File: config.mk
export PLATFORM = sky130hd
export DESIGN_NAME = mpse_ram
export DESIGN_NICKNAME = d
export VERILOG_FILES = /design/src/mpse_ram.sv
export SDC_FILE = /design/constraint.sdc
export NUM_CORES = 2
export LEC_CHECK = 0
export BUFFER_PORTS_ARGS = -buffer_cell sky130_fd_sc_hd__buf_2
export CAP_MARGIN = 20
export CORE_MARGIN = 4
export CORE_UTILIZATION = 35
export CTS_BUF_LIST = sky130_fd_sc_hd__clkbuf_8
export CTS_CLUSTER_SIZE = 30
export DETAILED_ROUTE_END_ITERATION = 8
export SYNTH_ARGS = -nofsm -noshare
export SYNTH_HDL_FRONTEND = slang
export SYNTH_SLANG_ARGS = --single-unit
File: constraint.sdc
create_clock -name clk -period 3.32 [get_ports clk]
set_clock_uncertainty 0.1 [all_clocks]
set_input_delay 0.996 -clock clk [delete_from_list [all_inputs] [get_ports clk]]
set_output_delay 0.996 -clock clk [all_outputs]
set_load 0.01 [all_outputs]
File: src/mpse_ram.sv
// Generic single-write, single-read synchronous RAM with registered read data.
// No dependencies.
module mpse_ram #(
	parameter int WIDTH = 16,
	parameter int DEPTH = 256
) (
	input logic clk,
	input logic we,
	input logic [$clog2(DEPTH)-1:0] waddr,
	input logic [WIDTH-1:0] wdata,
	input logic [$clog2(DEPTH)-1:0] raddr,
	output logic [WIDTH-1:0] rdata
);

	logic [WIDTH-1:0] mem_q [DEPTH];
	logic [WIDTH-1:0] rdata_q;

	always_ff @(posedge clk) begin
		if (we) begin
			mem_q[waddr] <= wdata;
		end
		rdata_q <= mem_q[raddr];
	end

	assign rdata = rdata_q;

endmodule

==> out/metrics.csv <==
stage,metric,value,unit
worst_hold_path,hold_path_startpoint,wdata[2],
setup_path,ff2ff_path_depth,6,
clock_tree,ctsLongestPathBuffers,4,
final_layout,layout_cells_sized_above_1,0.318,
setup_path,crit_path_max_fanout,35,
timing,fmax,292,MHz
timing,slew_headroom,0.149,
floorplan,initial_utilization,0.351,
route,drt_drc_violations_left,0,
grt,maximum_number_of_pins_on_one_net_before_global_route_repair,105,
logic_synthesis,synth-xor-area-share,0,
power_and_ir_drop,seq_power_share,0.556,
final_layout,syn_to_final_growth,18.4,%
logic_synthesis,post_synth_fa_ha_maj_area_fraction,0,
floorplan,io-pin-count,50,
grt,global_route_wire_length_before_repair,624,mm
power_and_ir_drop,static-leakage-power,61.0,nW
logic_synthesis,ys_top_cells_by_count,"sky130_fd_sc_hd__edfxtp_1 (4096), sky130_fd_sc_hd__mux4_2 (797), sky130_fd_sc_hd__mux2i_1 (565)",
timing,worst-slew-pin-transition,1.24,ns
clock_tree,worst_skew_pair.late_latency,1.25,ns
clock_tree,clkSlewWorstSetupHoldPaths,0.06,ns
setup_path,timing.critical_path.arrival,4.44,ns
floorplan,fp.coreArea,452000,µm²
power_and_ir_drop,switching_share,0.232,
worst_hold_path,timing.hold.worst_path_depth,1,
worst_hold_path,hold_path_end,mem_q[95][2]$_DFFE_PP_,
run_status,status,"finished, violations left",
power_and_ir_drop,netSwitchingPower,24.0,mW
timing,setup_tns,-0.108,ns
logic_synthesis,synthSimpleGateAreaFrac,0.0157,
grt,first_global_vias,83800,
timing,grt_setup_unrepaired,false,
final_layout,final_cell_area,188000,µm²
floorplan,number_of_cell_rows,247,
logic_synthesis,post_synth_main_area_contributors,"sky130_fd_sc_hd__edfxtp_1 (77%), sky130_fd_sc_hd__mux4_2 (11%), sky130_fd_sc_hd__mux2i_1 (3.6%)",
clock_tree,cts_num_sinks,4112,
grt,number_of_antenna_violations_at_the_first_check_in_global_routing,24,
grt,grt_overflow,0,
logic_synthesis,post_synth_num_cell_types,52,
route,post_drt_wl_per_cell,28.9,µm
logic_synthesis,synthesis.area,159000,µm²
logic_synthesis,synthesis.nets,7394,
clock_tree,cts_root_cell,sky130_fd_sc_hd__clkbuf_8,
clock_tree,tritoncts,yes,
logic_synthesis,ys_async_sr_fraction,0,
clock_tree,cts_inserted_buffers,626,
clock_tree,cts.repair_timing.setup_buffer_count,0,
route,dr.first_iter.drc_count,9586,
logic_synthesis,synth_area_leader_cell,sky130_fd_sc_hd__edfxtp_1,
route,drt-total-wl,439,mm
final_layout,final_design_utilization,0.416,
logic_synthesis,ys.flop_type,sky130_fd_sc_hd__edfxtp_1,
logic_synthesis,synth-compound-area-share,0.0354,
timing,period_share,1.03,
setup_path,crit_type,input port to flip-flop,
placement,hpwlAfterDp,279,mm
route,drtAntennaViolNets,0,
power_and_ir_drop,max-vdd-ir-drop,0.000472,V
timing,final_worst_path_setup_slack,-0.108,ns
route,drt-vias-per-instance,5.42,
placement,gp_congestion,0.876,
logic_synthesis,cell_with_the_most_instances_after_synthesis,sky130_fd_sc_hd__edfxtp_1,
run_status,failed_checks,negative setup slack,
logic_synthesis,yosysSeqAreaShare,0.777,
setup_path,required,4.33,ns
logic_synthesis,number_of_flops_mapped_to_enable_cells_by_yosys,4096,
power_and_ir_drop,power.density_cell_area,549,nW/µm²
timing,hold_violations,0,
logic_synthesis,main_combinational_cell_family_by_area_after_synthesis,multiplexers,
setup_path,worstReg2RegStart,mem_q[24][9]$_DFFE_PP_,
logic_synthesis,syn_area_per_cell,21.6,µm²
route,detailroute.via_count,82200,
timing,final_critical_path_required_period,3.43,ns
power_and_ir_drop,pwr-share-clk,0.385,
setup_path,crit-reg2reg-capture,rdata[9]$_DFF_P_,
logic_synthesis,number_of_register_bits_inferred_by_synthesis,4112,
placement,post_dp_cell_area,176000,µm²
grt,grt.total_usage,0.186,
setup_path,crit_path_end_kind,flip-flop,
flow_run,drv.max_cap_violation_count,0,
floorplan,die_area,464000,µm²
timing,final-max-slew-violation-count,0,
logic_synthesis,synth_top_area_frac,0.775,
logic_synthesis,syn-instance-count,7360,
worst_hold_path,min_path_type,input port to flip-flop,
power_and_ir_drop,pwr-share-comb,0.060,
power_and_ir_drop,p_int,79.3,mW
logic_synthesis,ys.warnings.count,0,
power_and_ir_drop,power,103,mW
floorplan,fp.dieH,681,µm
route,drt-pass1-iter-count,7,
timing,setup_viol_count_final,1,
clock_tree,htree_num_levels,6,
floorplan,dieWidth,681,µm
setup_path,ff2ff_setup_slack,0.23,ns
logic_synthesis,fraction_of_synthesized_area_in_multiplexers,0.155,
setup_path,startpoint_type,input port,
placement,portBuffers,49,
final_layout,nets,8713,
## worst max path at each step
stage / endpoint / slack [ns] / cells after the start / start
after floorplan: mem_q[235][0]$_DFFE_PP_ / 0.06 / 6 / waddr[3]
after global placement: rdata[3]$_DFF_P_ / -1.39 / 9 / raddr[0]
after detailed placement: rdata[3]$_DFF_P_ / -1.17 / 11 / raddr[0]
after CTS: rdata[1] / 0.003 / 1 / rdata[1]$_DFF_P_
after global routing: rdata[14]$_DFF_P_ / 0.05 / 10 / raddr[0]
final: rdata[14]$_DFF_P_ / -0.11 / 10 / raddr[0]
## worst max-delay path, stage by stage
cell,delay [ns]
sky130_fd_sc_hd__buf_12,0.20
sky130_fd_sc_hd__buf_12,0.25
sky130_fd_sc_hd__buf_12,0.29
sky130_fd_sc_hd__mux4_2,0.60
sky130_fd_sc_hd__and3_1,0.20
sky130_fd_sc_hd__a2111oi_0,1.05
sky130_fd_sc_hd__buf_4,0.29
sky130_fd_sc_hd__a21oi_1,0.10
sky130_fd_sc_hd__nand4_1,0.22
sky130_fd_sc_hd__nor4_1,0.08
## cell usage in the layout (no fill, tap or decap), types with 26 or more instances in the layout
| cell | instances |
|---|---|
| sky130_fd_sc_hd__clkbuf_8 | 632 |
| sky130_fd_sc_hd__clkinv_1 | 155 |
| sky130_fd_sc_hd__a22o_1 | 32 |
| sky130_fd_sc_hd__o221ai_1 | 252 |
| sky130_fd_sc_hd__mux4_2 | 797 |
| sky130_fd_sc_hd__a22oi_1 | 43 |
| sky130_fd_sc_hd__o22ai_1 | 148 |
| sky130_fd_sc_hd__inv_1 | 184 |
| sky130_fd_sc_hd__a221oi_1 | 28 |
| sky130_fd_sc_hd__buf_12 | 291 |
| sky130_fd_sc_hd__clkinv_2 | 70 |
| sky130_fd_sc_hd__edfxtp_1 | 4096 |
| sky130_fd_sc_hd__mux2_2 | 88 |
| sky130_fd_sc_hd__nor2_2 | 76 |
| sky130_fd_sc_hd__mux2i_1 | 565 |
| sky130_fd_sc_hd__o21ai_0 | 37 |
| sky130_fd_sc_hd__buf_2 | 28 |
| sky130_fd_sc_hd__nor3_1 | 90 |
| sky130_fd_sc_hd__nand4_1 | 26 |
| sky130_fd_sc_hd__buf_4 | 800 |
| sky130_fd_sc_hd__nor2_1 | 228 |
| sky130_fd_sc_hd__nand2_1 | 38 |
| sky130_fd_sc_hd__nand3_1 | 26 |
| sky130_fd_sc_hd__a21oi_1 | 175 |
## cells by family after synthesis
group | Yosys count
and+or+nand+nor | 556
buffers and inverters | 456
AOI/OAI and AO/OA | 786
DFF | 4112
muxes | 1450
## metal layers
layer / track usage / part of all wire / routed length, µm
met5: 0 / 0.000059 / 26
met4: 0.0728 / 0.040 / 17700
met3: 0.0330 / 0.076 / 33600
met2: 0.303 / 0.49 / 214000
met1: 0.248 / 0.40 / 174000
## flip-flops by register name, summed over array words and instances, names as in the netlist
register	count
mem_q	4096
rdata	16
## power by group through the flow
stage / sequential, mW / combinational [mW] / clock, mW
after floorplan: 58.4 / 2.82 / 0
after global placement: 58.5 / 6.07 / 0
after detailed placement: 58.5 / 6.16 / 0
after CTS: 57.4 / 6.18 / 40.6
after global routing: 57.3 / 6.43 / 43.1
final: 57.4 / 6.15 / 39.7
## area by class of cell
type,instances,area (µm²)
clock buffers,631,8680
well taps,5976,7480
inverters,4,27.5
diodes,24,60.1
fillers,39100,264000
clock inverters,497,3030
multi-input cells,2792,33000
flip-flops and latches,4112,123000
repair buffers,1143,12300
## per-stage QoR
stage	hold slack, ns	setup WS (ns)	instances
finish	0.128	-0.108	15200
global route	0.0591	0.0535	15200
CTS	0.000858	0.00268	15200
detailed placement	1.03	-1.17	14000
global placement	1.03	-1.39	14000
floorplan	0.754	0.0590	7360
## timing repair
item | 4_1_cts | 5_1_grt
endpoints found under the setup margin | 3 | 0
hold buffers | 5 | 0
hold endpoints to repair | 122 | 0
resized for setup | 3 | 0
Power figures use the tool's default switching activity.
