--- config.mk ---
export PLATFORM = sky130hd
export DESIGN_NAME = mpse_mac
export DESIGN_NICKNAME = d
export VERILOG_FILES = /design/src/mpse_pkg.sv /design/src/mpse_mac.sv
export SDC_FILE = /design/constraint.sdc
export NUM_CORES = 2
export LEC_CHECK = 0
export ABC_AREA = 0
export CAP_MARGIN = 20
export CORE_MARGIN = 2
export CORE_UTILIZATION = 61
export DETAILED_ROUTE_END_ITERATION = 16
export DONT_BUFFER_PORTS = 1
export GPL_TIMING_DRIVEN = 0
export PLACE_DENSITY = 0.8
export SETUP_SLACK_MARGIN = 0.02
export SLEW_MARGIN = 20
export SYNTH_ARGS = -nofsm -noshare
export SYNTH_HDL_FRONTEND = slang
export SYNTH_SLANG_ARGS = --single-unit
--- constraint.sdc ---
create_clock -name clk -period 3.7 [get_ports clk]
set_input_delay 0.37 -clock clk [delete_from_list [all_inputs] [get_ports clk]]
set_output_delay 0.37 -clock clk [all_outputs]
set_load 0.02 [all_outputs]
--- src/mpse_pkg.sv ---
// Shared types, constants and helpers for the matrix product-sum engine.
// No dependencies; every other file but mpse_ram imports this package.
package mpse_pkg;

	localparam int MAX_DIM = 16;
	localparam int ELEMENT_WIDTH = 16;
	localparam int VALUE_W = 16;
	localparam int IDX_W = 4;
	localparam int SIZE_W = 5;
	localparam int RES_W = 40;
	localparam int DEPTH = MAX_DIM * MAX_DIM;
	localparam int ADDR_W = $clog2(DEPTH);
	localparam int PROD_W = 2 * ELEMENT_WIDTH;
	localparam int NUM_MAT = 4;
	localparam logic [SIZE_W-1:0] SIZE_RESET = SIZE_W'(16);

	typedef enum logic {
		ACT_LOAD = 1'b0,
		ACT_QUERY = 1'b1
	} action_t;

	typedef enum logic [1:0] {
		MAT_A = 2'd0,
		MAT_B = 2'd1,
		MAT_C = 2'd2,
		MAT_D = 2'd3
	} mat_sel_t;

	typedef struct packed {
		action_t action;
		mat_sel_t matrix_select;
		logic [IDX_W-1:0] row_index;
		logic [IDX_W-1:0] col_index;
		logic signed [VALUE_W-1:0] element_value;
	} in_item_t;

	typedef struct packed {
		logic signed [RES_W-1:0] result_value;
		logic index_error;
	} out_item_t;

	typedef struct packed {
		logic [NUM_MAT-1:0] we;
		logic [ADDR_W-1:0] addr;
		logic signed [ELEMENT_WIDTH-1:0] data;
	} mem_wr_t;

	typedef struct packed {
		logic [ADDR_W-1:0] row_addr;
		logic [ADDR_W-1:0] col_addr;
	} mem_rd_t;

	typedef struct packed {
		logic valid;
		logic last;
		logic clear;
	} mac_ctl_t;

	typedef struct packed {
		logic done;
		logic signed [RES_W-1:0] acc;
	} mac_stat_t;

	function automatic logic [ADDR_W-1:0] elem_addr(input logic [SIZE_W-1:0] r,
			input logic [SIZE_W-1:0] c);
		return ADDR_W'(int'(r) * MAX_DIM + int'(c));
	endfunction

endpackage

--- src/mpse_mac.sv ---
// Three-lane multiply-accumulate pipeline: product stage, then 40-bit accumulator.
// Depends on mpse_pkg.
module mpse_mac import mpse_pkg::*; (
	input logic clk,
	input logic arst_n,
	input mac_ctl_t ctl,
	input logic signed [ELEMENT_WIDTH-1:0] a_row,
	input logic signed [ELEMENT_WIDTH-1:0] a_col,
	input logic signed [ELEMENT_WIDTH-1:0] b_col,
	input logic signed [ELEMENT_WIDTH-1:0] c_row,
	input logic signed [ELEMENT_WIDTH-1:0] d_col,
	output mac_stat_t stat
);

	logic signed [PROD_W-1:0] p_aa_s2, p_ab_s2, p_cd_s2;
	logic prod_v_s2, last_s2, done_q;
	logic signed [RES_W-1:0] acc_q, acc_next;

	always_ff @(posedge clk) begin
		p_aa_s2 <= a_row * a_col;
		p_ab_s2 <= a_row * b_col;
		p_cd_s2 <= c_row * d_col;
	end

	always_comb begin
		acc_next = acc_q + RES_W'(p_aa_s2) + RES_W'(p_ab_s2) + RES_W'(p_cd_s2);
	end

	always_ff @(posedge clk or negedge arst_n) begin
		if (!arst_n) begin
			prod_v_s2 <= 1'b0;
			last_s2 <= 1'b0;
			done_q <= 1'b0;
			acc_q <= '0;
		end else begin
			prod_v_s2 <= ctl.valid;
			last_s2 <= ctl.valid & ctl.last;
			done_q <= prod_v_s2 & last_s2;
			if (ctl.clear) begin
				acc_q <= '0;
			end else if (prod_v_s2) begin
				acc_q <= acc_next;
			end
		end
	end

	assign stat = '{done: done_q, acc: acc_q};

endmodule

==> results.py <==
metrics = {
    "floorplan": {
        "design.core.area_um2": 59020,
        "die_h_um": 248.3,
        "ios": 126,
        "dieArea_um2": 61650,
        "start_util_pct": 61.68,
        "fp.dieW_um": 248.3,
        "rows": 89,
    },
    "timing": {
        "finalSetupViolCount": 84,
        "hold_viol": 0,
        "max_freq_ghz": 0.1750,
        "finClkSkew_ps": 10.44,
        "layout_setup_ws_ps": -2014,
        "drv_slew": 0,
        "relSlewSlack_pct": 31.32,
        "rsz0062_at_grt": "true",
        "post-route-period-util_pct": 154.4,
        "timing.final.crit_period_ps": 5714,
        "worst_slew_pin_slew_ps": 1030,
    },
    "place": {
        "place_congestion": 0.9572,
        "hpwl_um": 77880,
        "portBuffers": 0,
        "dp_slack_ps": -2848,
        "dp_cells": 4608,
    },
    "synthesis": {
        "synth_ff_type": "dfxtp_1",
        "synth_common_cells": "inv_1 (869), fa_1 (857), nand2_1 (415), and2_1 (377), ha_1 (286)",
        "synth-edff-count": 0,
        "syn_area_per_cell_um2": 9.493,
        "ys_warn_count": 0,
        "synth-seq-cells": 139,
        "synth_area_leaders": "fa_1 (47%), ha_1 (9.8%), inv_1 (9.0%)",
        "synth_nets": 5063,
        "yosysTopAreaCellShare_pct": 47.13,
        "netlist_area_um2": 36400,
        "ys_types": 74,
        "synth_cells": 3835,
        "ys_seq_area_share_pct": 8.235,
        "async_flop_share_pct": 30.94,
        "yosysMostFrequentCell": "inv_1",
        "yosysTopAreaCell": "fa_1",
    },
    "worst_setup_path": {
        "cp-start-kind": "input port",
        "worstPathArrival_ps": 6060,
        "endpoint_kind": "flip-flop",
        "crit_required_ps": 4050,
        "cp_max_fo": 8,
        "r2r_slack_ps": -460,
        "worstSetupPathType": "input port to flip-flop",
    },
    "grt": {
        "grt_pass1_wl_um": 161000,
        "track_usage_pct": 34.48,
        "grt_pass1_vias": 30500,
        "grt_max_degree": 44,
        "grt_antenna_before_repair": 6,
        "grt_remaining_overflow": 0,
    },
    "clocking": {
        "clkTransAtPathRegs_ps": 70,
        "cts_tree": "built",
        "clock_latency_ps": 440,
        "clock_sinks": 139,
        "max-clock-path-buffers": 2,
        "h-tree-depth": 4,
        "cts_root_buf": "clkbuf_16",
        "cts_made_buffers": 17,
    },
    "flow_run": {
        "drv_cap": 0,
    },
    "drt": {
        "wire_per_inst_um": 21.97,
        "top_layer_used": "met5",
        "wl_met2_um": 48670,
        "wl_met3_um": 12630,
        "drt_iter0_drc": 2398,
        "final_antenna_net_count": 0,
        "route.detailed.drc": 0,
        "drt_wl_total_um": 105800,
        "dr.pass1.iters": 6,
        "vias": 28370,
        "met1_length_um": 37270,
        "vias_per_cell": 5.889,
    },
    "hold_path": {
        "hold_path_class": "input port to flip-flop",
    },
    "cells_and_area": {
        "regArea_um2": 3003,
        "final_cells": 4817,
        "final_nets": 5253,
        "multi_input_area_um2": 32320,
        "syn_to_final_growth_pct": 19.69,
        "post-route-util_pct": 73.83,
        "fillers": 3788,
        "drive_gt1_share_pct": 19.54,
    },
    "status": {
        "failed_checks": "negative setup slack",
        "status": "finished, violations left",
    },
}
[worst max-delay path, cell delays in order]
cell and delay [ps]:
clkbuf_16 150, nand2_4 80, inv_2 40, fa_2 480
buf_6 150, buf_6 130, fa_2 650, fa_1 460
fa_1 500, fa_1 560, inv_2 40, fa_1 520
inv_2 60, ha_4 280, a21oi_2 170, o21ai_2 80
a221o_1 310, or3_1 320, a31o_1 230, a2111o_1 370
o211ai_1 120
[layer usage]
metal  global-route usage [%]  vias to the layer above
li1                         -                    11870
met1                    43.80                    14430
met2                    53.77                     1583
met3                    10.80                      476
met4                    16.91                        2
met5                        0                        -
[cells by family (layout without fill, tap and decap cells)]
logic type	Yosys count	after routing	synth area share (%)
adder cells (fa/ha/maj)	1143	1143	56.96
AND/OR/NAND/NOR	1030	1030	13.89
buffers and inverters	1001	1204	10.34
AO/OA/AOI/OAI	354	354	6.410
XOR/XNOR	139	139	3.344
flip-flops	139	139	8.235
multiplexers	29	29	0.8317
other	0	6	0
[metrics by stage]
step | area [µm²] | hold slack [ps] | TNS, ps
after CTS | 42040 | 48.70 | -84150
after floorplan | 37730 | 74.41 | -89280
final | 43570 | 52.23 | -98160
after detailed placement | 38700 | 75.40 | -140020
after global routing | 43560 | 58.34 | -108670
after global placement | 38700 | 75.34 | -135600
[cell type report]
cell class              instances  area share [%]
plain buffers                 128           3.994
clock inverters                15          0.4566
diodes                          6         0.03446
inverters                     869           7.520
clock buffers                  17          0.9763
well taps                     773           2.220
multi-input cells            2695           74.18
repair buffers                175           3.724
flip-flops and latches        139           6.892
[flip-flops by register name, summed over array words and instances (netlist names)]
name       cells
last_s2        1
done_q         1
p_ab_s2       32
acc_q         40
p_aa_s2       32
prod_v_s2      1
p_cd_s2       32
[repair_timing]
item / 4_1_cts / 5_1_grt
hold buffers: 3 / 0
cloned: 3 / 4
hold endpoints to repair: 44 / 0
resized for setup: 386 / 250
buffers inserted: 97 / 76
pin swaps: 177 / 173
setup endpoints to repair: 92 / 95
[path summary, 6_finish.rpt]
check	cells after the start	from	to
max in group asynchronous	2	arst_n	acc_q[32]
max reg2reg	13	p_aa_s2[12]	acc_q[39]
min reg2reg	1	last_s2	done_q
min	1	ctl[1]	last_s2
min in group asynchronous	2	arst_n	acc_q[0]
max	21	c_row[15]	p_cd_s2[30]
[cells in the final DEF (no fill, tap or decap), types with 24 or more instances in the layout]
master / instances
a21oi_2: 51
a21oi_1: 55
dfrtp_1: 43
inv_1: 816
clkbuf_16: 46
clkbuf_8: 51
a21o_1: 50
fa_1: 817
nand2_1: 386
xor2_1: 24
and2_1: 332
buf_4: 111
nor2_1: 100
and2_4: 45
dfxtp_1: 92
xnor2_1: 82
ha_1: 224
inv_2: 48
ha_4: 54
fa_2: 40
buf_6: 60
xnor2_2: 25
mux2i_1: 25
Power is left out: the tool's default activity adds up to more than one toggle a clock period on the data nets, which glitch-free logic cannot reach.
