### src/mpse_pkg.sv
// Shared types, constants and helpers for the matrix product-sum engine.
// No dependencies; every other file but mpse_ram imports this package.
package mpse_pkg;

	localparam int MAX_DIM = 16;
	localparam int ELEMENT_WIDTH = 16;
	localparam int VALUE_W = 16;
	localparam int IDX_W = 4;
	localparam int SIZE_W = 5;
	localparam int RES_W = 40;
	localparam int DEPTH = MAX_DIM * MAX_DIM;
	localparam int ADDR_W = $clog2(DEPTH);
	localparam int PROD_W = 2 * ELEMENT_WIDTH;
	localparam int NUM_MAT = 4;
	localparam logic [SIZE_W-1:0] SIZE_RESET = SIZE_W'(16);

	typedef enum logic {
		ACT_LOAD = 1'b0,
		ACT_QUERY = 1'b1
	} action_t;

	typedef enum logic [1:0] {
		MAT_A = 2'd0,
		MAT_B = 2'd1,
		MAT_C = 2'd2,
		MAT_D = 2'd3
	} mat_sel_t;

	typedef struct packed {
		action_t action;
		mat_sel_t matrix_select;
		logic [IDX_W-1:0] row_index;
		logic [IDX_W-1:0] col_index;
		logic signed [VALUE_W-1:0] element_value;
	} in_item_t;

	typedef struct packed {
		logic signed [RES_W-1:0] result_value;
		logic index_error;
	} out_item_t;

	typedef struct packed {
		logic [NUM_MAT-1:0] we;
		logic [ADDR_W-1:0] addr;
		logic signed [ELEMENT_WIDTH-1:0] data;
	} mem_wr_t;

	typedef struct packed {
		logic [ADDR_W-1:0] row_addr;
		logic [ADDR_W-1:0] col_addr;
	} mem_rd_t;

	typedef struct packed {
		logic valid;
		logic last;
		logic clear;
	} mac_ctl_t;

	typedef struct packed {
		logic done;
		logic signed [RES_W-1:0] acc;
	} mac_stat_t;

	function automatic logic [ADDR_W-1:0] elem_addr(input logic [SIZE_W-1:0] r,
			input logic [SIZE_W-1:0] c);
		return ADDR_W'(int'(r) * MAX_DIM + int'(c));
	endfunction

endpackage

### src/mpse_seq.sv
// Transaction sequencer: load writes, inner-index walk for queries, result register.
// Depends on mpse_pkg.
module mpse_seq import mpse_pkg::*; (
	input logic clk,
	input logic arst_n,
	input logic [SIZE_W-1:0] size_q,
	input logic item_valid,
	output logic item_stall,
	input in_item_t item,
	output logic result_valid,
	input logic result_stall,
	output out_item_t result,
	output mem_wr_t wr,
	output mem_rd_t rd,
	output mac_ctl_t ctl,
	input mac_stat_t stat
);

	typedef enum logic [1:0] {
		ST_IDLE,
		ST_RUN,
		ST_FLUSH,
		ST_DONE
	} state_t;

	state_t state_q;
	logic [SIZE_W-1:0] n, row_ext, col_ext, row_q, col_q, k_q;
	logic accept, in_range, in_store, is_last;
	logic v_s1, last_s1, clear_s1;
	logic signed [RES_W-1:0] res_q;
	logic err_q, out_valid_q;
	out_item_t out_q;

	always_comb begin
		n = (int'(size_q) > MAX_DIM) ? SIZE_W'(MAX_DIM) : size_q;
		item_stall = (state_q != ST_IDLE);
		accept = item_valid && (state_q == ST_IDLE);
		row_ext = SIZE_W'(item.row_index);
		col_ext = SIZE_W'(item.col_index);
		in_range = (row_ext < n) && (col_ext < n);
		in_store = (int'(item.row_index) < MAX_DIM) && (int'(item.col_index) < MAX_DIM);
		is_last = (k_q == n - SIZE_W'(1));
		wr.we = '0;
		if (accept && item.action == ACT_LOAD && in_store) begin
			wr.we[item.matrix_select] = 1'b1;
		end
		wr.addr = elem_addr(row_ext, col_ext);
		wr.data = ELEMENT_WIDTH'(item.element_value);
		rd.row_addr = elem_addr(row_q, k_q);
		rd.col_addr = elem_addr(k_q, col_q);
		ctl = '{valid: v_s1, last: last_s1, clear: clear_s1};
		result_valid = out_valid_q;
		result = out_q;
	end

	always_ff @(posedge clk or negedge arst_n) begin
		if (!arst_n) begin
			state_q <= ST_IDLE;
			row_q <= '0;
			col_q <= '0;
			k_q <= '0;
			v_s1 <= 1'b0;
			last_s1 <= 1'b0;
			clear_s1 <= 1'b0;
			res_q <= '0;
			err_q <= 1'b0;
			out_valid_q <= 1'b0;
			out_q <= '0;
		end else begin
			v_s1 <= (state_q == ST_RUN);
			last_s1 <= (state_q == ST_RUN) && is_last;
			clear_s1 <= accept && (item.action == ACT_QUERY) && in_range;
			if (state_q == ST_DONE && (!out_valid_q || !result_stall)) begin
				out_valid_q <= 1'b1;
			end else if (out_valid_q && !result_stall) begin
				out_valid_q <= 1'b0;
			end
			unique case (state_q)
				ST_IDLE: begin
					if (accept && item.action == ACT_QUERY) begin
						row_q <= row_ext;
						col_q <= col_ext;
						k_q <= '0;
						if (in_range) begin
							state_q <= ST_RUN;
						end else begin
							res_q <= '0;
							err_q <= 1'b1;
							state_q <= ST_DONE;
						end
					end
				end
				ST_RUN: begin
					k_q <= k_q + SIZE_W'(1);
					if (is_last) begin
						state_q <= ST_FLUSH;
					end
				end
				ST_FLUSH: begin
					if (stat.done) begin
						res_q <= stat.acc;
						err_q <= 1'b0;
						state_q <= ST_DONE;
					end
				end
				ST_DONE: begin
					if (!out_valid_q || !result_stall) begin
						out_q <= '{result_value: res_q, index_error: err_q};
						state_q <= ST_IDLE;
					end
				end
				default: state_q <= ST_IDLE;
			endcase
		end
	end

endmodule
### config.mk
export PLATFORM = sky130hd
export DESIGN_NAME = mpse_seq
export DESIGN_NICKNAME = d
export VERILOG_FILES = /design/src/mpse_pkg.sv /design/src/mpse_seq.sv
export SDC_FILE = /design/constraint.sdc
export NUM_CORES = 1
export LEC_CHECK = 0
export BUFFER_PORTS_ARGS = -buffer_cell sky130_fd_sc_hd__buf_2
export CORE_ASPECT_RATIO = 1.4
export CORE_MARGIN = 10
export CORE_UTILIZATION = 35
export DETAILED_ROUTE_END_ITERATION = 10
export SYNTH_ARGS = -nofsm -noshare
export SYNTH_HDL_FRONTEND = slang
export SYNTH_SLANG_ARGS = --single-unit
### constraint.sdc
create_clock -name clk -period 3.65 [get_ports clk]
set_input_delay 0 -clock clk [delete_from_list [all_inputs] [get_ports clk]]
set_output_delay 0 -clock clk [all_outputs]
set_load 0.02 [all_outputs]
==> flow_metrics.tcl, run 1 <==
set metrics [dict create \
    synth_cell_types 46 \
    clk_path_buf_depth 2 \
    area_growth_syn_to_layout_pct 15.4 \
    yosysMostFrequentCell "dfrtp_1" \
    postRouteAntennaNets 0 \
    cts.sinks 101 \
    drt-initial-drc-count 392 \
    final.setup.tns_ps 0 \
    antenna_found_initial 1 \
    netlist_area_mm2 0.00591 \
    floorplan.initialDensity 0.354 \
    num_vias 4758 \
    wl_per_cell_um 16.6 \
    drv_cap 0 \
    nets 788 \
    clock_latency_ps 350 \
    grt_usage 0.132 \
    ys_top_cells_by_count "dfrtp_1, nand2_1, nand3_1, inv_1, a21oi_1" \
    cpPeakStageDelay_ps 530 \
    drv_slew 0 \
    path_max_fanout 25 \
    synth_area_leaders "dfrtp_1, a221o_1, mux2_1" \
    firstDrtPassIters 5 \
    syn_inst 625 \
    syn_area_per_cell_um2 9.45 \
    final_layout_size_suffix_gt1_frac 0.255 \
    yosysSeqAreaShare 0.428 \
    p_leak_nw 3.16 \
    ys_ff_latch 101 \
    grt_max_degree 125 \
    ys.flop_type "dfrtp_1" \
    synth_edf_count 0 \
    grt-ovfl-total 0 \
    finalPower_w 0.00562 \
    setup_viol 0 \
    max-vdd-ir-drop_mv 0.474 \
    max_freq_mhz 375 \
    grt_pass1_wl_um 24300 \
    fin_crit_sh 0.731 \
    fp.dieH_um 174 \
    cts_resized 0 \
    rows 56 \
    synth_top_area_cell "dfrtp_1" \
    synth_fp_nets 713 \
    crit_path_end_kind "flip-flop" \
    drt-total-wl_um 15100 \
    portBuffers 134 \
    hold_viol_final 0 \
    reg2regPathDepth 6 \
    startpoint_type "primary input" \
    hold_slack_ps 0.00776 \
    gp_congestion 0.732 \
    critPathArrivalTime_ps 2900 \
    worstMarginPinSlew_ps 785 \
    path_cells "dlygate4sd3_1 > buf_2 > ha_1 > a211oi_1 > a21oi_1 > a211oi_2 > or2_2 > buf_4 > o22ai_1 > a221o_1" \
    grt_pass1_vias 4719 \
    htreeDepth 3 \
    cp.required_ps 3880 \
    fin_worst_skew_ps 4.60 \
    dieArea_mm2 0.0225 \
    status "complete, no violations" \
    holdPathStages 0 \
    synth_top_area_frac 0.428 \
    rsz0062_at_grt "false" \
    maxSlewHeadroom 0.477 \
    drc_errors 0 \
    dieWidth_um 130 \
    ys.warnings.count 0 \
    cts_root_buffer "clkbuf_16" \
    avgViaCountPerCell 5.24 \
    fin_crit_ps 2670 \
    path_clk_slew_ps 70 \
    power.density_mw_per_mm2 825 \
    async_flop_share 1.00 \
    diodes 0 \
    path_class "in2reg" \
    cts_inserted_buffers 9 \
    ios 167 \
    hp-class "in2out" \
    cpMaxStageDelayCell "dlygate4sd3_1" \
    cts_tree "yes" \
    dp_hpwl_um 10200 \
    core_mm2 0.0167 \
]
-- final cells by class --
type / count / area [um2]
Clock buffer: 13 / 250
Clock inverter: 3 / 45.0
Fill cell: 1692 / 9860
Inverter: 48 / 180
Multi-Input combinational cell: 388 / 2710
Sequential cell: 101 / 2530
Tap cell: 203 / 254
Timing Repair Buffer: 152 / 848
-- registers in the layout (all words and copies together), names as in the netlist --
| signal | cells |
|---|---|
| result | 41 |
| res_q | 40 |
| k_q | 5 |
| col_q | 4 |
| row_q | 4 |
| state_q | 2 |
| clear_s1 | 1 |
| err_q | 1 |
| last_s1 | 1 |
| result_valid | 1 |
| v_s1 | 1 |
-- placed cells by master, fill, tap and decap left out, types with 2 or more instances in the layout --
cell type	instances
ha_1	9
dlygate4sd3_1	10
a22o_1	2
mux2i_1	3
clkinvlp_4	2
buf_4	9
a21oi_1	46
nor2_1	8
a221o_1	40
inv_1	48
o22ai_1	40
o21ai_1	2
mux2_2	16
dfrtp_1	101
nand3_1	49
buf_2	132
o221ai_1	2
o21ai_0	4
a211oi_1	2
clkbuf_16	9
nor3_1	6
clkbuf_1	3
nor2b_1	3
nand2_1	54
xnor2_1	3
mux2_1	32
xor2_1	3
nand2b_1	43
-- through the flow --
step,worst slack (ps),instances,util,instance area [um2]
floorplan,1490,625,-,5910
global placement,942,882,0.385,6420
detailed placement,910,882,0.385,6420
CTS,965,908,0.409,6820
global route,817,908,0.409,6820
finish,984,908,0.409,6820
-- worst paths after layout --
kind / startpoint / endpoint / slack [ps]
max: item[23] / res_q[23] / 980
min: item[7] / wr[7] / 0.008
max reg2reg: state_q[0] / res_q[28] / 1020
min reg2reg: result[10] / result[10] / 480
max in group asynchronous: arst_n / res_q[38] / 2540
min in group asynchronous: arst_n / col_q[2] / 260
-- critical path, delay by kind of cell --
family	cells	cell delay [ps]
and+or+nand+nor	1	400
buffers and inverters	3	1050
AOI/OAI and AO/OA	5	1100
adders and majority gates	1	310
-- power by group --
part / internal [W] / switching [W]
Clock: 0.000552 / 0.000417
Sequential: 0.00160 / 0.000383
Combinational: 0.00114 / 0.00153
Total: 0.00329 / 0.00233
-- timing repair --
| action | CTS | global route |
|---|---|---|
| hold endpoints to repair | 63 | 0 |
| buffers inserted | 0 | 0 |
| hold buffers | 10 | 0 |
-- per-layer routing --
metal  track usage  wire length (um)
met1         0.154              6410
met2         0.221              7490
met5             0                13
met4        0.0385               210
met3        0.0478               997
-- logic make-up (layout without fill, tap and decap cells) --
family | count (synthesis) | in the layout | share of synthesized area
simple gates | 172 | 172 | 0.147
mux | 51 | 51 | 0.0966
compound gates | 147 | 147 | 0.177
buf+inv | 136 | 216 | 0.118
fa+ha+maj | 12 | 12 | 0.0252
flops | 101 | 101 | 0.428
xor+xnor | 6 | 6 | 0.00890
Note: power is estimated with default switching activity, not from simulation.
==> run 2: changes to the inputs <==
==> constraint.sdc (replaced) <==
create_clock -name clk -period 2.2 [get_ports clk]
set_input_delay 0 -clock clk [delete_from_list [all_inputs] [get_ports clk]]
set_output_delay 0 -clock clk [all_outputs]
set_load 0.02 [all_outputs]
==> flow_metrics.tcl, run 2 (synthesis results as in run 1) <==
set metrics [dict create \
    nets 805 \
    num_vias 4803 \
    power.density_mw_per_mm2 1360 \
    grt_max_degree 70 \
    hold_viol_final 0 \
    crit_cells 10 \
    postRouteAntennaNets 0 \
    max-vdd-ir-drop_mv 0.560 \
    reg2regPathDepth 7 \
    gp_congestion 0.741 \
    critPathArrivalTime_ps 2320 \
    firstDrtPassIters 5 \
    wl_per_cell_um 17.7 \
    path_clk_slew_ps 70 \
    cts.sinks 101 \
    fin_crit_sh 0.945 \
    met2_usage 0.225 \
    r2r_setup_slack_ps 280 \
    cpPeakStageDelay_ps 530 \
    critical_path.top_delay_family "buffers and inverters" \
    setup.worst_path.end "res_q[29]" \
    cts_root_buffer "clkbuf_16" \
    design_area_mm2 0.00714 \
    floorplan.initialDensity 0.354 \
    dieWidth_um 130 \
    area_growth_syn_to_layout_pct 20.9 \
    final_layout_size_suffix_gt1_frac 0.283 \
    hp-class "in2out" \
    setup_viol 0 \
    fp.dieH_um 174 \
    rows 56 \
    p_leak_nw 3.32 \
    largest_register_ffs 41 \
    grt_pass1_vias 4928 \
    startpoint_type "primary input" \
    crit_path_end_kind "flip-flop" \
    r2r-start "state_q[0]" \
    finalPower_w 0.00972 \
    path_class "in2reg" \
    grt_pass1_wl_um 24900 \
    drt-initial-drc-count 274 \
    dp_hpwl_um 10600 \
    portBuffers 134 \
    diodes 0 \
    path_max_fanout 5 \
    clock_latency_ps 360 \
    final_common_cell "buf_2" \
    grt_busiest_layer "met2" \
    fin_crit_ps 2080 \
    cts_tree "yes" \
    path_cells "dlygate4sd3_1 > buf_2 > ha_1 > nand3b_1 > a311oi_2 > a211oi_2 > or2_4 > buf_4 > and2_4 > a221o_1" \
    max_freq_mhz 481 \
    place_area_mm2 0.00660 \
    crit_buf_inv 3 \
    final.setup.tns_ps 0 \
    critPathLaunch "item[19]" \
    htreeDepth 3 \
    worstMarginPinSlew_ps 684 \
    instances_no_fill 925 \
    hold_slack_ps 0.00776 \
    cpMaxStageDelayCell "dlygate4sd3_1" \
    dp.cells 892 \
    grt_usage 0.136 \
    drc_errors 0 \
    status "complete, no violations" \
    antenna_found_initial 0 \
    grtUsageMet1 0.161 \
    cts_inserted_buffers 9 \
    drv_cap 0 \
    drv_slew 0 \
    final_cell_mix "buf_2, dfrtp_1, nand2_1" \
    ios 167 \
    r2r_end "res_q[29]" \
    drt-total-wl_um 16300 \
    core_mm2 0.0167 \
    grt-ovfl-total 0 \
    dieArea_mm2 0.0225 \
    maxSlewHeadroom 0.544 \
    cp.required_ps 2440 \
    fin_worst_skew_ps 8.95 \
    met3_usage 0.0438 \
    clk_path_buf_depth 2 \
    avgViaCountPerCell 5.19 \
]
-- run 2: power breakdown --
group          internal (W)  switching, W
Clock              0.000866      0.000744
Sequential          0.00266      0.000616
Combinational       0.00215       0.00269
Total               0.00567       0.00405
-- run 2: layout make-up --
class / count / area [um2]
inverter: 48 / 180
timing repair buffer: 165 / 1110
multi-input combinational: 392 / 2770
clock inverter: 4 / 30.0
clock buffer: 12 / 267
tap: 203 / 254
fill: 1668 / 9530
sequential: 101 / 2530
-- run 2: worst min path at each step --
| stage | to | from | depth (start not counted) | slack [ps] |
|---|---|---|---|---|
| 2_1_floorplan | clear_s1 | arst_n | 0 | -300 |
| 3_3_place_gp | wr[1] | item[1] | 0 | 0.1 |
| 3_5_place_dp | wr[1] | item[1] | 0 | 0.1 |
| 4_1_cts | wr[1] | item[1] | 0 | 0.1 |
| 5_1_grt | wr[0] | item[0] | 0 | 0.03 |
| 6_report | wr[7] | item[7] | 0 | 0.008 |
-- run 2: worst reg2reg max path: cells and delay by family (launching register included) --
family / cells / cell delay (ps)
flip-flops: 1 / 410
AO/OA/AOI/OAI: 1 / 350
buffers and inverters: 2 / 270
adder cells (fa/ha/maj): 1 / 230
AND/OR/NAND/NOR: 3 / 560
-- run 2: metal layers --
metal	share of wire	wire length, um	up-vias
li1	-	-	2356
met1	0.42	6890	2294
met2	0.50	8100	137
met3	0.067	1090	16
met4	0.015	245	0
met5	0	0	-
-- run 2: repair_timing --
action | 4_1_cts | 5_1_grt
gates resized for setup | 0 | 12
setup endpoints to repair | 0 | 40
hold buffers | 10 | 0
hold endpoints to repair | 45 | 0
setup buffers | 0 | 1
-- run 2: per-stage QoR --
stage | util | worst slack (ps)
final | 0.428 | 121
after global routing | 0.428 | -1.12
after CTS | 0.419 | 33.1
after detailed placement | 0.396 | 5.69
after global placement | 0.396 | 46.4
after floorplan | - | 42.3
==> run 3: changes to the inputs <==
--- a/config.mk
+++ b/config.mk
@@ -10,6 +10,8 @@
 export CORE_MARGIN = 10
 export CORE_UTILIZATION = 35
 export DETAILED_ROUTE_END_ITERATION = 10
+export PLACE_DENSITY_LB_ADDON = 0.1
+export REMOVE_ABC_BUFFERS = 1
 export SYNTH_ARGS = -nofsm -noshare
 export SYNTH_HDL_FRONTEND = slang
 export SYNTH_SLANG_ARGS = --single-unit
==> flow_metrics.tcl, run 3 (synthesis results as in run 1) <==
set metrics [dict create \
    grtUsageMet1 0.168 \
    grt_busiest_layer "met2" \
    fin_crit_sh 0.980 \
    drt-total-wl_um 17700 \
    cts_tree "yes" \
    htreeDepth 3 \
    dp_hpwl_um 11400 \
    regArea_mm2 0.00253 \
    drc_errors 0 \
    drv_slew 0 \
    grt_max_degree 73 \
    fin_crit_ps 2160 \
    hold_viol_final 0 \
    firstDrtPassIters 5 \
    drv_cap 0 \
    met2_usage 0.247 \
    p_leak_nw 3.31 \
    core_mm2 0.0167 \
    startpoint_type "primary input" \
    max-vdd-ir-drop_mv 0.521 \
    crit_path_end_kind "flip-flop" \
    cts_inserted_buffers 9 \
    rows 56 \
    intPower_w 0.00561 \
    hp-class "in2out" \
    p_seq_frac 0.340 \
    nets 807 \
    final_layout_size_suffix_gt1_frac 0.282 \
    grt_pass1_vias 5013 \
    multi_input_area_mm2 0.00277 \
    clk_path_buf_depth 2 \
    dieWidth_um 130 \
    path_class "in2reg" \
    num_vias 5002 \
    path_max_fanout 10 \
    max_freq_mhz 464 \
    switching_share 0.422 \
    avgViaCountPerCell 5.39 \
    clock_latency_ps 350 \
    final.setup.tns_ps 0 \
    area_growth_syn_to_layout_pct 20.6 \
    status "complete, no violations" \
    gp_congestion 0.764 \
    p_switching_w 0.00409 \
    fp.dieH_um 174 \
    combPwrFrac 0.497 \
    met3_usage 0.0432 \
    fill_cells 1651 \
    drt-initial-drc-count 371 \
    utilization 0.427 \
    antenna_found_initial 1 \
    grt_usage 0.146 \
    power.density_mw_per_mm2 1360 \
    dieArea_mm2 0.0225 \
    setup_viol 0 \
    cp.required_ps 2430 \
    wl_per_cell_um 19.1 \
    portBuffers 134 \
    grt_pass1_wl_um 26300 \
    worstMarginPinSlew_ps 640 \
    floorplan.initialDensity 0.354 \
    pwr-share-clk 0.163 \
    ios 167 \
    postRouteAntennaNets 0 \
    critPathArrivalTime_ps 2390 \
    final_cell_mix "buf_2, dfrtp_1, nand2_1" \
    cts.sinks 101 \
    grt-ovfl-total 0 \
    cts_root_buffer "clkbuf_16" \
    fin_worst_skew_ps 7.77 \
    final_common_cell "buf_2" \
    maxSlewHeadroom 0.573 \
    largest_register_ffs 41 \
    path_clk_slew_ps 70 \
]
==> run 3: power by group through the flow <==
| stage | combinational, W | sequential (W) | clock, W |
|---|---|---|---|
| 6_report | 0.00482 | 0.00330 | 0.00158 |
| 2_1_floorplan | 0.00265 | 0.00369 | 0 |
| 3_5_place_dp | 0.00472 | 0.00334 | 0 |
| 5_1_grt | 0.00533 | 0.00343 | 0.00171 |
| 4_1_cts | 0.00474 | 0.00331 | 0.00164 |
| 3_3_place_gp | 0.00457 | 0.00329 | 0 |
==> run 3: routing by layer <==
| layer | part of all wire | up-vias |
|---|---|---|
| li1 | - | 2370 |
| met1 | 0.40 | 2456 |
| met2 | 0.52 | 161 |
| met3 | 0.068 | 15 |
| met4 | 0.014 | 0 |
| met5 | 0 | - |
==> run 3: final cells by class <==
cell class	count	share of cell area
sequential	101	0.355
tap	203	0.0356
antenna	1	0.000351
inverter	48	0.0253
clock buffer	12	0.0360
timing repair buffer	167	0.155
clock inverter	4	0.00457
multi-input combinational	392	0.389
==> run 3: worst max-delay path, cell delays in order <==
cell and delay, ps:
dlygate4sd3_1 530, buf_2 140, ha_1 270, nand3b_1 90, a311oi_2 230, a211oi_2 60, buf_4 160, or2_4 300
and2_4 240, a221o_1 370
==> run 3: what timing repair did <==
action / CTS / global route
hold buffers: 10 / 0
setup buffers: 0 / 1
hold endpoints to repair: 51 / 0
endpoints found under the setup margin: 0 / 40
gates resized for setup: 0 / 11
==> run 3: worst paths after layout <==
check / start / endpoint / slack, ps / cells past startpoint
max: item[18] / res_q[6] / 40 / 10
min: item[0] / wr[0] / 0.2 / 0
max reg2reg: state_q[1] / res_q[6] / 250 / 6
min reg2reg: result[12] / result[12] / 480 / 1
max in group asynchronous: arst_n / res_q[2] / 1290 / 3
min in group asynchronous: arst_n / result[35] / 200 / 2
==> run 3: metrics by stage <==
step                      power [W]  std cells  hold WS (ps)  setup WS, ps  instance area [um2]
final                       0.00970        928         0.182          44.7                 7130
after global routing         0.0105        927         0.157         -30.3                 7120
after floorplan             0.00634        537          -296         -1520                 5390
after global placement      0.00786        891         0.326          17.8                 6550
after CTS                   0.00968        917         0.326          9.10                 6940
after detailed placement    0.00805        891         0.326         -69.9                 6550
